[src/srp_pkg.sv]
// ----------------------------------------------------------------------------
// srp_pkg
// Types, codes and helper functions of the SOCKS request parser.
// ----------------------------------------------------------------------------
`default_nettype none

package srp_pkg;

    // Input beat: one client byte and the restart flag.
    typedef struct packed {
        logic [7:0] rx_byte;
        logic       new_session;
    } in_beat_t;

    // Result beat: one per input beat.
    typedef struct packed {
        logic [2:0]  event_res;
        logic [2:0]  error_code;
        logic [2:0]  protocol_version;
        logic [1:0]  command;
        logic [15:0] dst_port;
        logic [31:0] dst_ipv4;
        logic [2:0]  addr_type;
        logic [7:0]  method;
        logic [7:0]  field_byte;
        logic [7:0]  field_index;
        logic [1:0]  field_kind;
    } out_beat_t;

    typedef enum logic [4:0] {
        ST_VER,
        ST4_CD,
        ST4_PORT,
        ST4_IP,
        ST4_USERID,
        ST4_DONE,
        ST5_NMETH,
        ST5_METH,
        ST5_UPVER,
        ST5_ULEN,
        ST5_UNAME,
        ST5_PLEN,
        ST5_PASSWD,
        ST5_VER2,
        ST5_CMD,
        ST5_RSV,
        ST5_ATYP,
        ST5_ALEN,
        ST5_ADDR,
        ST5_PORT,
        ST5_DONE,
        ST_FAIL
    } parse_state_t;

    // Event codes
    localparam logic [2:0] EV_CONSUMED   = 3'd0;
    localparam logic [2:0] EV_FIELD      = 3'd1;
    localparam logic [2:0] EV_SOCKS4_DONE = 3'd2;
    localparam logic [2:0] EV_METHOD     = 3'd3;
    localparam logic [2:0] EV_SOCKS5_DONE = 3'd4;
    localparam logic [2:0] EV_ERROR      = 3'd5;

    // Error codes
    localparam logic [2:0] ERR_NONE      = 3'd0;
    localparam logic [2:0] ERR_VERSION   = 3'd1;
    localparam logic [2:0] ERR_S4_CMD    = 3'd2;
    localparam logic [2:0] ERR_USERID    = 3'd3;
    localparam logic [2:0] ERR_AUTH_VER  = 3'd4;
    localparam logic [2:0] ERR_S5_VER    = 3'd5;
    localparam logic [2:0] ERR_S5_CMD    = 3'd6;
    localparam logic [2:0] ERR_ATYP      = 3'd7;

    // Field kinds
    localparam logic [1:0] FK_USERID     = 2'd0;
    localparam logic [1:0] FK_USERNAME   = 2'd1;
    localparam logic [1:0] FK_PASSWORD   = 2'd2;
    localparam logic [1:0] FK_ADDRESS    = 2'd3;

    // Protocol bytes
    localparam logic [7:0] BYTE_ZERO     = 8'd0;
    localparam logic [7:0] VER_SOCKS4    = 8'd4;
    localparam logic [7:0] VER_SOCKS5    = 8'd5;
    localparam logic [7:0] VER_USERPASS  = 8'd1;
    localparam logic [7:0] CMD_CONNECT   = 8'd1;
    localparam logic [7:0] CMD_BIND      = 8'd2;
    localparam logic [7:0] CMD_UDP       = 8'd3;
    localparam logic [2:0] ATYP_IPV4     = 3'd1;
    localparam logic [2:0] ATYP_DOMAIN   = 3'd3;
    localparam logic [2:0] ATYP_IPV6     = 3'd4;
    localparam logic [7:0] IPV4_LEN      = 8'd4;
    localparam logic [7:0] IPV6_LEN      = 8'd16;
    localparam logic [7:0] PORT_LEN      = 8'd2;

    // Reported protocol versions
    localparam logic [2:0] PROTO_NONE    = 3'd0;
    localparam logic [2:0] PROTO_V4      = 3'd4;
    localparam logic [2:0] PROTO_V5      = 3'd5;

    // Methods
    localparam logic [7:0] METHOD_NOAUTH   = 8'd0;
    localparam logic [7:0] METHOD_USERPASS = 8'd2;
    localparam logic [7:0] METHOD_NONE_OK  = 8'd255;

    localparam logic [7:0] USERID_LIMIT_RESET = 8'd255;

    // Bit 1: user/password offered, bit 0: no-auth offered.
    function automatic logic [7:0] chosen_method(input logic [1:0] seen);
        logic [7:0] m;
        if (seen[1])
            m = METHOD_USERPASS;
        else if (seen[0])
            m = METHOD_NOAUTH;
        else
            m = METHOD_NONE_OK;
        return m;
    endfunction

endpackage

`default_nettype wire

[src/srp_parse.sv]
// ----------------------------------------------------------------------------
// srp_parse
// Session state registers and the per-byte parse step.
// ----------------------------------------------------------------------------
`default_nettype none

module srp_parse (
    input  wire logic              clk,
    input  wire logic              rst_n,
    input  wire logic              fire,
    input  wire srp_pkg::in_beat_t beat,
    input  wire logic [7:0]        max_userid_len,
    output srp_pkg::out_beat_t     result
);

    srp_pkg::parse_state_t state_reg, state_next;
    logic [2:0]  fail_code_reg, fail_code_next;
    logic        is_v5_reg, is_v5_next;
    logic [1:0]  cmd_reg, cmd_next;
    logic [15:0] port_reg, port_next;
    logic [31:0] ip_reg, ip_next;
    logic [7:0]  byte_count_reg, byte_count_next;
    logic [7:0]  field_len_reg, field_len_next;
    logic [1:0]  methods_seen_reg, methods_seen_next;
    logic [2:0]  atyp_reg, atyp_next;

    always_ff @(posedge clk or negedge rst_n)
    begin
        if (!rst_n)
        begin
            state_reg        <= srp_pkg::ST_VER;
            fail_code_reg    <= srp_pkg::ERR_NONE;
            is_v5_reg        <= 1'b0;
            cmd_reg          <= '0;
            port_reg         <= '0;
            ip_reg           <= '0;
            byte_count_reg   <= '0;
            field_len_reg    <= '0;
            methods_seen_reg <= '0;
            atyp_reg         <= '0;
        end
        else if (fire)
        begin
            state_reg        <= state_next;
            fail_code_reg    <= fail_code_next;
            is_v5_reg        <= is_v5_next;
            cmd_reg          <= cmd_next;
            port_reg         <= port_next;
            ip_reg           <= ip_next;
            byte_count_reg   <= byte_count_next;
            field_len_reg    <= field_len_next;
            methods_seen_reg <= methods_seen_next;
            atyp_reg         <= atyp_next;
        end
    end

    always_comb
    begin
        logic [7:0]            b;
        logic [7:0]            bc_inc;
        logic [7:0]            meth;
        logic [2:0]            ev;
        logic [7:0]            fbyte;
        logic [7:0]            findex;
        logic [1:0]            fkind;
        srp_pkg::parse_state_t cur_state;

        b = beat.rx_byte;

        // Restart clears the session before the byte is taken.
        if (beat.new_session)
        begin
            cur_state         = srp_pkg::ST_VER;
            fail_code_next    = srp_pkg::ERR_NONE;
            is_v5_next        = 1'b0;
            cmd_next          = '0;
            port_next         = '0;
            ip_next           = '0;
            byte_count_next   = '0;
            field_len_next    = '0;
            methods_seen_next = '0;
            atyp_next         = '0;
        end
        else
        begin
            cur_state         = state_reg;
            fail_code_next    = fail_code_reg;
            is_v5_next        = is_v5_reg;
            cmd_next          = cmd_reg;
            port_next         = port_reg;
            ip_next           = ip_reg;
            byte_count_next   = byte_count_reg;
            field_len_next    = field_len_reg;
            methods_seen_next = methods_seen_reg;
            atyp_next         = atyp_reg;
        end

        state_next = cur_state;
        bc_inc     = byte_count_next + 8'd1;
        ev         = srp_pkg::EV_CONSUMED;
        fbyte      = '0;
        findex     = '0;
        fkind      = '0;

        case (cur_state)
            srp_pkg::ST_VER:
            begin
                if (b == srp_pkg::VER_SOCKS5)
                begin
                    is_v5_next = 1'b1;
                    state_next = srp_pkg::ST5_NMETH;
                end
                else if (b == srp_pkg::VER_SOCKS4)
                    state_next = srp_pkg::ST4_CD;
                else
                begin
                    state_next     = srp_pkg::ST_FAIL;
                    fail_code_next = srp_pkg::ERR_VERSION;
                    ev             = srp_pkg::EV_ERROR;
                end
            end
            srp_pkg::ST4_CD:
            begin
                if (b == srp_pkg::CMD_CONNECT || b == srp_pkg::CMD_BIND)
                begin
                    cmd_next        = b[1:0];
                    state_next      = srp_pkg::ST4_PORT;
                    byte_count_next = '0;
                end
                else
                begin
                    state_next     = srp_pkg::ST_FAIL;
                    fail_code_next = srp_pkg::ERR_S4_CMD;
                    ev             = srp_pkg::EV_ERROR;
                end
            end
            srp_pkg::ST4_PORT:
            begin
                port_next       = {port_next[7:0], b};
                byte_count_next = bc_inc;
                if (bc_inc >= srp_pkg::PORT_LEN)
                begin
                    state_next      = srp_pkg::ST4_IP;
                    byte_count_next = '0;
                end
            end
            srp_pkg::ST4_IP:
            begin
                ip_next         = {ip_next[23:0], b};
                byte_count_next = bc_inc;
                if (bc_inc >= srp_pkg::IPV4_LEN)
                begin
                    state_next      = srp_pkg::ST4_USERID;
                    byte_count_next = '0;
                end
            end
            srp_pkg::ST4_USERID:
            begin
                if (byte_count_next >= max_userid_len)
                begin
                    state_next     = srp_pkg::ST_FAIL;
                    fail_code_next = srp_pkg::ERR_USERID;
                    ev             = srp_pkg::EV_ERROR;
                end
                else if (b == srp_pkg::BYTE_ZERO)
                begin
                    ev         = srp_pkg::EV_SOCKS4_DONE;
                    state_next = srp_pkg::ST4_DONE;
                end
                else
                begin
                    ev              = srp_pkg::EV_FIELD;
                    fbyte           = b;
                    findex          = byte_count_next;
                    fkind           = srp_pkg::FK_USERID;
                    byte_count_next = bc_inc;
                end
            end
            srp_pkg::ST5_NMETH:
            begin
                field_len_next    = b;
                byte_count_next   = '0;
                methods_seen_next = '0;
                if (b == srp_pkg::BYTE_ZERO)
                begin
                    // Empty method list: nothing acceptable.
                    ev             = srp_pkg::EV_METHOD;
                    state_next     = srp_pkg::ST_FAIL;
                    fail_code_next = srp_pkg::ERR_NONE;
                end
                else
                    state_next = srp_pkg::ST5_METH;
            end
            srp_pkg::ST5_METH:
            begin
                if (b == srp_pkg::METHOD_NOAUTH)
                    methods_seen_next[0] = 1'b1;
                if (b == srp_pkg::METHOD_USERPASS)
                    methods_seen_next[1] = 1'b1;
                byte_count_next = bc_inc;
                if (bc_inc >= field_len_next)
                begin
                    ev = srp_pkg::EV_METHOD;
                    if (methods_seen_next[1])
                        state_next = srp_pkg::ST5_UPVER;
                    else if (methods_seen_next[0])
                        state_next = srp_pkg::ST5_VER2;
                    else
                    begin
                        state_next     = srp_pkg::ST_FAIL;
                        fail_code_next = srp_pkg::ERR_NONE;
                    end
                end
            end
            srp_pkg::ST5_UPVER:
            begin
                if (b == srp_pkg::VER_USERPASS)
                    state_next = srp_pkg::ST5_ULEN;
                else
                begin
                    state_next     = srp_pkg::ST_FAIL;
                    fail_code_next = srp_pkg::ERR_AUTH_VER;
                    ev             = srp_pkg::EV_ERROR;
                end
            end
            srp_pkg::ST5_ULEN:
            begin
                field_len_next  = b;
                byte_count_next = '0;
                state_next      = (b == srp_pkg::BYTE_ZERO) ? srp_pkg::ST5_PLEN
                                                            : srp_pkg::ST5_UNAME;
            end
            srp_pkg::ST5_UNAME:
            begin
                ev              = srp_pkg::EV_FIELD;
                fbyte           = b;
                findex          = byte_count_next;
                fkind           = srp_pkg::FK_USERNAME;
                byte_count_next = bc_inc;
                if (bc_inc >= field_len_next)
                    state_next = srp_pkg::ST5_PLEN;
            end
            srp_pkg::ST5_PLEN:
            begin
                field_len_next  = b;
                byte_count_next = '0;
                state_next      = (b == srp_pkg::BYTE_ZERO) ? srp_pkg::ST5_VER2
                                                            : srp_pkg::ST5_PASSWD;
            end
            srp_pkg::ST5_PASSWD:
            begin
                ev              = srp_pkg::EV_FIELD;
                fbyte           = b;
                findex          = byte_count_next;
                fkind           = srp_pkg::FK_PASSWORD;
                byte_count_next = bc_inc;
                if (bc_inc >= field_len_next)
                    state_next = srp_pkg::ST5_VER2;
            end
            srp_pkg::ST5_VER2:
            begin
                if (b == srp_pkg::VER_SOCKS5)
                    state_next = srp_pkg::ST5_CMD;
                else
                begin
                    state_next     = srp_pkg::ST_FAIL;
                    fail_code_next = srp_pkg::ERR_S5_VER;
                    ev             = srp_pkg::EV_ERROR;
                end
            end
            srp_pkg::ST5_CMD:
            begin
                if (b == srp_pkg::CMD_CONNECT || b == srp_pkg::CMD_BIND
                    || b == srp_pkg::CMD_UDP)
                begin
                    cmd_next   = b[1:0];
                    state_next = srp_pkg::ST5_RSV;
                end
                else
                begin
                    state_next     = srp_pkg::ST_FAIL;
                    fail_code_next = srp_pkg::ERR_S5_CMD;
                    ev             = srp_pkg::EV_ERROR;
                end
            end
            srp_pkg::ST5_RSV:
                state_next = srp_pkg::ST5_ATYP;
            srp_pkg::ST5_ATYP:
            begin
                byte_count_next = '0;
                if (b == {5'd0, srp_pkg::ATYP_IPV4})
                begin
                    atyp_next      = srp_pkg::ATYP_IPV4;
                    field_len_next = srp_pkg::IPV4_LEN;
                    state_next     = srp_pkg::ST5_ADDR;
                end
                else if (b == {5'd0, srp_pkg::ATYP_DOMAIN})
                begin
                    atyp_next  = srp_pkg::ATYP_DOMAIN;
                    state_next = srp_pkg::ST5_ALEN;
                end
                else if (b == {5'd0, srp_pkg::ATYP_IPV6})
                begin
                    atyp_next      = srp_pkg::ATYP_IPV6;
                    field_len_next = srp_pkg::IPV6_LEN;
                    state_next     = srp_pkg::ST5_ADDR;
                end
                else
                begin
                    state_next     = srp_pkg::ST_FAIL;
                    fail_code_next = srp_pkg::ERR_ATYP;
                    ev             = srp_pkg::EV_ERROR;
                end
            end
            srp_pkg::ST5_ALEN:
            begin
                field_len_next  = b;
                byte_count_next = '0;
                state_next      = (b == srp_pkg::BYTE_ZERO) ? srp_pkg::ST5_PORT
                                                            : srp_pkg::ST5_ADDR;
            end
            srp_pkg::ST5_ADDR:
            begin
                ev              = srp_pkg::EV_FIELD;
                fbyte           = b;
                findex          = byte_count_next;
                fkind           = srp_pkg::FK_ADDRESS;
                byte_count_next = bc_inc;
                if (bc_inc >= field_len_next)
                begin
                    state_next      = srp_pkg::ST5_PORT;
                    byte_count_next = '0;
                end
            end
            srp_pkg::ST5_PORT:
            begin
                port_next       = {port_next[7:0], b};
                byte_count_next = bc_inc;
                if (bc_inc >= srp_pkg::PORT_LEN)
                begin
                    ev         = srp_pkg::EV_SOCKS5_DONE;
                    state_next = srp_pkg::ST5_DONE;
                end
            end
            srp_pkg::ST_FAIL:
                ev = srp_pkg::EV_ERROR;
            default:
                ; // request complete: consume and hold
        endcase

        if (is_v5_next && state_next != srp_pkg::ST5_NMETH
            && state_next != srp_pkg::ST5_METH)
            meth = srp_pkg::chosen_method(methods_seen_next);
        else
            meth = srp_pkg::METHOD_NOAUTH;

        result.event_res  = ev;
        result.error_code = (ev == srp_pkg::EV_ERROR) ? fail_code_next : srp_pkg::ERR_NONE;
        if (is_v5_next)
            result.protocol_version = srp_pkg::PROTO_V5;
        else if (state_next == srp_pkg::ST_VER
                 || (state_next == srp_pkg::ST_FAIL
                     && fail_code_next == srp_pkg::ERR_VERSION))
            result.protocol_version = srp_pkg::PROTO_NONE;
        else
            result.protocol_version = srp_pkg::PROTO_V4;
        result.command     = cmd_next;
        result.dst_port    = port_next;
        result.dst_ipv4    = ip_next;
        result.addr_type   = atyp_next;
        result.method      = meth;
        result.field_byte  = fbyte;
        result.field_index = findex;
        result.field_kind  = fkind;
    end

endmodule

`default_nettype wire

[src/socks_request_parser.sv]
// ----------------------------------------------------------------------------
// socks_request_parser
// Byte-serial SOCKS4/SOCKS5 client handshake parser.
// ----------------------------------------------------------------------------
// Usage:
//   Feed the client's bytes on the in channel (in_valid/in_stall/in_data),
//   one beat per byte. Set in_data.new_session on the first byte of a new
//   connection to restart the parser at the version byte.
//   Every input beat yields exactly one result beat on the out channel:
//   an event code, the fields parsed so far, and for user id, name,
//   password and address bytes the byte with its index and field kind.
//   Path: an accepted beat waits in the input register, and its result
//   is loaded into the result register once that is free (two register stages).
//   Throughput: one byte per cycle while out_stall stays low, set by the
//   combinational parse step between the two registers.
//   Stall: while out_stall holds a result, the input register still takes
//   one more beat; in_stall rises only when both registers are full.
//   Reset: clears the session to "expect version byte", empties both
//   registers and sets the user id limit to 255.
//   cfg_we/cfg_data write the SOCKS4 user id limit (terminating zero
//   included); write it only while no beats are in flight.
// ----------------------------------------------------------------------------
`default_nettype none

module socks_request_parser (
    input  wire logic               clk,
    input  wire logic               rst_n,
    input  wire logic               in_valid,
    output logic                    in_stall,
    input  wire srp_pkg::in_beat_t  in_data,
    output logic                    out_valid,
    input  wire logic               out_stall,
    output srp_pkg::out_beat_t      out_data,
    input  wire logic               cfg_we,
    input  wire logic [7:0]         cfg_data
);

    logic               in_valid_reg, in_valid_next;
    srp_pkg::in_beat_t  in_data_reg;
    logic               out_valid_reg, out_valid_next;
    srp_pkg::out_beat_t out_data_reg;
    logic [7:0]         max_userid_len_reg;
    srp_pkg::out_beat_t result;
    logic               fire;
    logic               in_take;

    // Advance the held byte whenever the result register is free or drains.
    assign fire     = in_valid_reg && (!out_valid_reg || !out_stall);
    assign in_stall = in_valid_reg && !fire;
    assign in_take  = in_valid && !in_stall;

    always_comb
    begin
        if (in_take)
            in_valid_next = 1'b1;
        else if (fire)
            in_valid_next = 1'b0;
        else
            in_valid_next = in_valid_reg;

        if (fire)
            out_valid_next = 1'b1;
        else if (out_valid_reg && !out_stall)
            out_valid_next = 1'b0;
        else
            out_valid_next = out_valid_reg;
    end

    always_ff @(posedge clk or negedge rst_n)
    begin
        if (!rst_n)
        begin
            in_valid_reg       <= 1'b0;
            out_valid_reg      <= 1'b0;
            max_userid_len_reg <= srp_pkg::USERID_LIMIT_RESET;
        end
        else
        begin
            in_valid_reg  <= in_valid_next;
            out_valid_reg <= out_valid_next;
            if (cfg_we)
                max_userid_len_reg <= cfg_data;
        end
    end

    // Payload registers: load only, no reset.
    always_ff @(posedge clk)
    begin
        if (in_take)
            in_data_reg <= in_data;
        if (fire)
            out_data_reg <= result;
    end

    srp_parse u_parse (
        .clk            (clk),
        .rst_n          (rst_n),
        .fire           (fire),
        .beat           (in_data_reg),
        .max_userid_len (max_userid_len_reg),
        .result         (result)
    );

    assign out_valid = out_valid_reg;
    assign out_data  = out_data_reg;

endmodule

`default_nettype wire

[config.mk]
export PLATFORM = sky130hd
export DESIGN_NAME = socks_request_parser
export DESIGN_NICKNAME = d
export VERILOG_FILES = /design/src/srp_pkg.sv /design/src/srp_parse.sv /design/src/socks_request_parser.sv
export SDC_FILE = /design/constraint.sdc
export NUM_CORES = 1
export LEC_CHECK = 0
export BUFFER_PORTS_ARGS = -buffer_cell sky130_fd_sc_hd__clkbuf_2
export CAP_MARGIN = 20
export CORE_MARGIN = 1.5
export CORE_UTILIZATION = 42
export CTS_CLUSTER_SIZE = 8
export DETAILED_ROUTE_END_ITERATION = 10
export GPL_TIMING_DRIVEN = 0
export SKIP_CTS_REPAIR_TIMING = 1
export SLEW_MARGIN = 20
export SYNTH_ARGS = -nofsm -noshare
export SYNTH_HDL_FRONTEND = slang
export SYNTH_SLANG_ARGS = --single-unit
[constraint.sdc]
create_clock -name clk -period 5.54 [get_ports clk]
set_clock_uncertainty 0.2 [all_clocks]
set_input_delay 0.831 -clock clk [delete_from_list [all_inputs] [get_ports clk]]
set_output_delay 0.831 -clock clk [all_outputs]
set_load 0.02 [all_outputs]
# Yosys cells after proc, flatten, opt, wreduce, memory -nomap -nowiden
# Index checks and enable logic that the tools add are counted.
# classes
div	0
eq_ne	29
n_shift	0
n_mul	0
n_mux	105
bitwise	1
reduce_logical	26
n_lt_le_gt_ge	4
addsub	1
# op_table
cell	n
$mux 8	16
$mux 5	21
$mux 3	32
$pmux 5 s19	1
$mux 32	2
$pmux 8 s7	1
$pmux 8 s2	3
$eq 5x4->1 const B	8
$pmux 3 s12	1
$mux 16	2
$eq 5x5->1 const B	6
$pmux 3 s9	1
$eq 8x2->1 const B	2
$eq 8x3->1 const B	2
$ge 8x8->1	2
$mux 2	8
$eq 5x3->1 const B	3
$mux 1	14
$eq 5x2->1 const B	2
$logic_not 5->1	2
$ne 5x3->1 const B	2
$add 8x1->8 const B	1
$eq 8x1->1 const B	1
$ge 8x2->1 const B	1
16 further kinds	32
# word_totals
latchBits	0
register_bits	187
mem_bits_ro	0
wordCells	193
output_inout_bits	90
n_memories	0
in_bits	22
mem_bits_rw	0

# Logic depth before layout (Yosys ltp)
# logic_depth
ltp_word	12
depth_mapped	19
ltp_nobuf	15

# Cells and area by module
# Synthesis repeated with hierarchy kept, for this count alone.
# hier_totals
hier_cells	895
hier_area_um2	9696.8
# by_module_without_submodules
module	seq_area_each_um2	area_per_inst_um2	instances	cells_per_inst
srp_parse	2001.9	6356.1	1	773
socks_request_parser	3173.0	3340.7	1	122

# Least setup slack after synthesis
# OpenSTA, ideal clock, no wires.
# synth_timing
kind	flip-flop to flip-flop
start	register in_data_reg[0] (netlist name)
end	register out_data_reg (netlist bit out_data[24]), data pin
t_arrival_ns	3.930
setup_time_ns	0.269
slack_ns	1.142
path_stages_with_launch	17
period_less_slack_ns	4.398
path_cell_list	edfxtp_1 > buf_2 > clkbuf_1 > buf_2 > buf_1 > buf_2 > buf_1 > clkbuf_1 > nor2_1 > ha_1 > o2111ai_1 > a32oi_2 > nor2_1 > a2111oi_0 > o31a_1 > nor4bb_4 > nor4b_2
# synth_via
elab_chain_cells	12
elab_cells_between_ends	55
# synth_rtl
element	line_no	source
from (decl)	socks_request_parser.sv:39	srp_pkg::in_beat_t in_data_reg;
from (signal assigned)	socks_request_parser.sv:90	in_data_reg <= in_data;
parallel branches: the longest is 12 deep, another holds $add 8x1->8	n/a	
to (signal assigned)	socks_request_parser.sv:92	out_data_reg <= result;
to (decl)	socks_request_parser.sv:41	srp_pkg::out_beat_t out_data_reg;
# Several ways; the timed one is not identified. The select of a mux whose other input is x is not followed.
# A chain may end at the register's enable or synchronous reset.

# Final worst setup path
# layout_timing
start	register in_data_reg[0] (netlist name)
end	register out_data_reg (netlist bit out_data[81]), data pin
# layout_via
elab_chain_cells	11
elab_cells_between_ends	69
# layout_rtl
element
parallel branches: the longest is 11 deep, another holds $add 8x1->8
# Several ways; the timed one is not identified. The select of a mux whose other input is x is not followed.

==> metrics <==
outcome=completed; ANT nets after route=0; leading area contributor after synthesis=edfxtp_1; GRT Util Overall=25.6%; Seq/Total Area, Yosys=51.6%; DRT Wirelength=29.8 mm; startpoint types=flip-flop; vias in the first global route=7800; critical path arrival=5090 ps; FFs w/ async S/R, synth=50.0%; FP Rows=55; share of layout cells above drive strength 1=20.2%; relative slew slack=32.8%; DRT iter0 DRCs=744; Sw Share=35.5%; Wirelength per Cell=21.1 µm; chip height=154 µm; Hold Fails Final Rpt=0; Pleak=4.87 nW; most used flip-flop cell after synthesis=edfxtp_1; Max Root-Sink Buffers=2; DP Wirelength=21.4 mm; setup total negative slack=0 ps; Comb pwr share=25.0%; Area contributors post-synth=edfxtp_1 (28%), dfrtp_1 (21%), nand2_1 (5.6%); Seq pwr share=41.6%; most common cell in the netlist=nand2_1; ant diodes=0; port buffer count=110; starting density of the core=42.6%; initial antenna violation count=0; worst hold slack=281 ps; fin crit share=92.7%; Final setup viols=0; fill cell count=2164; Slew @ Worst Pin=1000 ps; maximum vdd drop=0.210 mV; clock latency on the worst-skew pair=440 ps; Syn-to-layout area delta=16.7%; GR Overflow Total=0; total CTS buffers=17; RSZ-0062 raised after global routing=no; Clk pwr share=33.3%; global-route wire length before repair=46.2 mm; RD Place Congestion=0.948; CTS H-Tree Depth=4; Hold Crit Class=reg2reg; Cell Int Power=0.00241 W; Worst Path Class, Setup=reg2reg; number of clock sinks=180; Top Ports=112; DIE AREA=23800 µm²; Max Fclk=195 MHz; total number of vias=8153; Clock Pin Slew Worst Setup and Hold Paths=90 ps; Cell Area, Synth=9620 µm²; Post-synth EDFFs=90; post-layout min period=5130 ps; fin area=11200 µm²; WP data required=5500 ps; dpl cell area=10600 µm²; #FFs+latches synth=180; Post-Synthesis Cells=979; DRC errors left=0; Vias/cell=5.79; Non-Filler Instances=1409; final layout net count=1150; Root Driver=clkbuf_16; CP max FO=13; Psw=0.00132 W; Syn Nets=1018; post-synth top area share=28.1%; area of the core=22600 µm²; synth unique cells=82; number of cells after detailed placement=1376; Max Transition Viols Final=0; Die X=154 µm; CTS tree=done; synth cell count leaders=nand2_1 (144), nor2_1 (105), edfxtp_1 (90); YS warnings=0; max-cap violations=0; PD cells=333 nW/µm²; DR pass1 iterations=6; crit path capture type=flip-flop; Syn Area/Cell=9.82 µm²; pin count of the biggest net entering global routing=86; max reg flops=81
worst max-delay path, stage by stage, from the launching register on:
cell	delay, ps
edfxtp_1	410
buf_2	250
inv_2	270
clkbuf_4	340
nand2_1	200
inv_1	170
ha_1	160
buf_2	180
and3_4	230
xnor2_1	180
nor2_1	90
ha_1	280
o2111ai_1	200
a32oi_4	430
a21oi_1	210
o21ai_0	500
nand3_1	140
nor4_1	240
o2111ai_1	170
stage by stage:
stage               setup WS [ps]  util (%)  total power [W]
finish                        406      49.7          0.00373
global route                 49.2      49.7          0.00388
CTS                          -768      49.5          0.00371
detailed placement           -713      46.9          0.00247
global placement             -826      46.6          0.00249
floorplan                    1140         -          0.00216
cells in the final DEF, fill, tap and decap left out, types with 10 or more instances in the layout:
cell,count
o31ai_1,37
mux2i_1,32
clkbuf_2,112
o21ai_0,56
and3_1,14
o22ai_1,10
nor2_1,105
nor2b_1,17
nand2_1,144
nor3_1,26
dfrtp_1,82
edfxtp_1,90
a21o_1,10
clkbuf_16,17
nand2b_1,13
a21oi_1,43
ha_1,17
clkbuf_1,37
mux2_2,12
nand3_1,24
buf_2,12
inv_1,29
cell families (layout without fill, tap and decap cells):
kind of cell	count (synthesis)	after routing	share of synthesized area, %
AO/OA/AOI/OAI	236	236	16.7
multiplexers	44	44	4.74
AND/OR/NAND/NOR	387	387	19.3
buffers and inverters	105	250	4.54
XOR/XNOR	9	9	0.820
flip-flops	180	180	51.6
other	1	1	0.0390
adder cells (fa/ha/maj)	17	17	2.21
metal layers:
| metal | track usage (%) | wire length (µm) | vias to the layer above |
|---|---|---|---|
| met5 | 0 | 0 | - |
| met4 | 10.3 | 958 | 0 |
| met3 | 5.60 | 2040 | 54 |
| met2 | 38.4 | 13000 | 333 |
| met1 | 36.2 | 13800 | 3966 |
| li1 | - | - | 3800 |
power groups by stage:
| stage | Clock (W) | Combinational, W | Sequential, W |
|---|---|---|---|
| detailed placement | 0 | 0.000888 | 0.00158 |
| CTS | 0.00126 | 0.000892 | 0.00155 |
| global placement | 0 | 0.000899 | 0.00159 |
| floorplan | 0 | 0.000521 | 0.00164 |
| global route | 0.00131 | 0.00100 | 0.00156 |
| finish | 0.00124 | 0.000934 | 0.00155 |
path summary, 6_finish.rpt:
check / startpoint / end / slack [ps] / depth (start not counted)
setup / recovery: in_data_reg[0] / out_data[81] / 410 / 18
hold / removal: in_valid_reg / out_valid / 280 / 1
setup reg to reg: in_data_reg[0] / out_data[81] / 410 / 18
hold reg to reg: in_valid_reg / out_valid / 280 / 1
max in group asynchronous: rst_n / max_userid_len_reg[1] / 3940 / 3
min in group asynchronous: rst_n / u_parse.port_reg[4] / 550 / 2
area by class of cell:
class	count	area (µm²)	share of cell area (%)
Sequential cell	180	4960	44.2
Clock buffer	18	439	3.91
Clock inverter	14	159	1.42
Tap cell	285	357	3.18
Multi-Input combinational cell	694	4230	37.7
Timing Repair Buffer	115	632	5.63
Inverter	33	124	1.10
Buffer	70	319	2.84
Note: power is estimated with default switching activity, not from simulation.
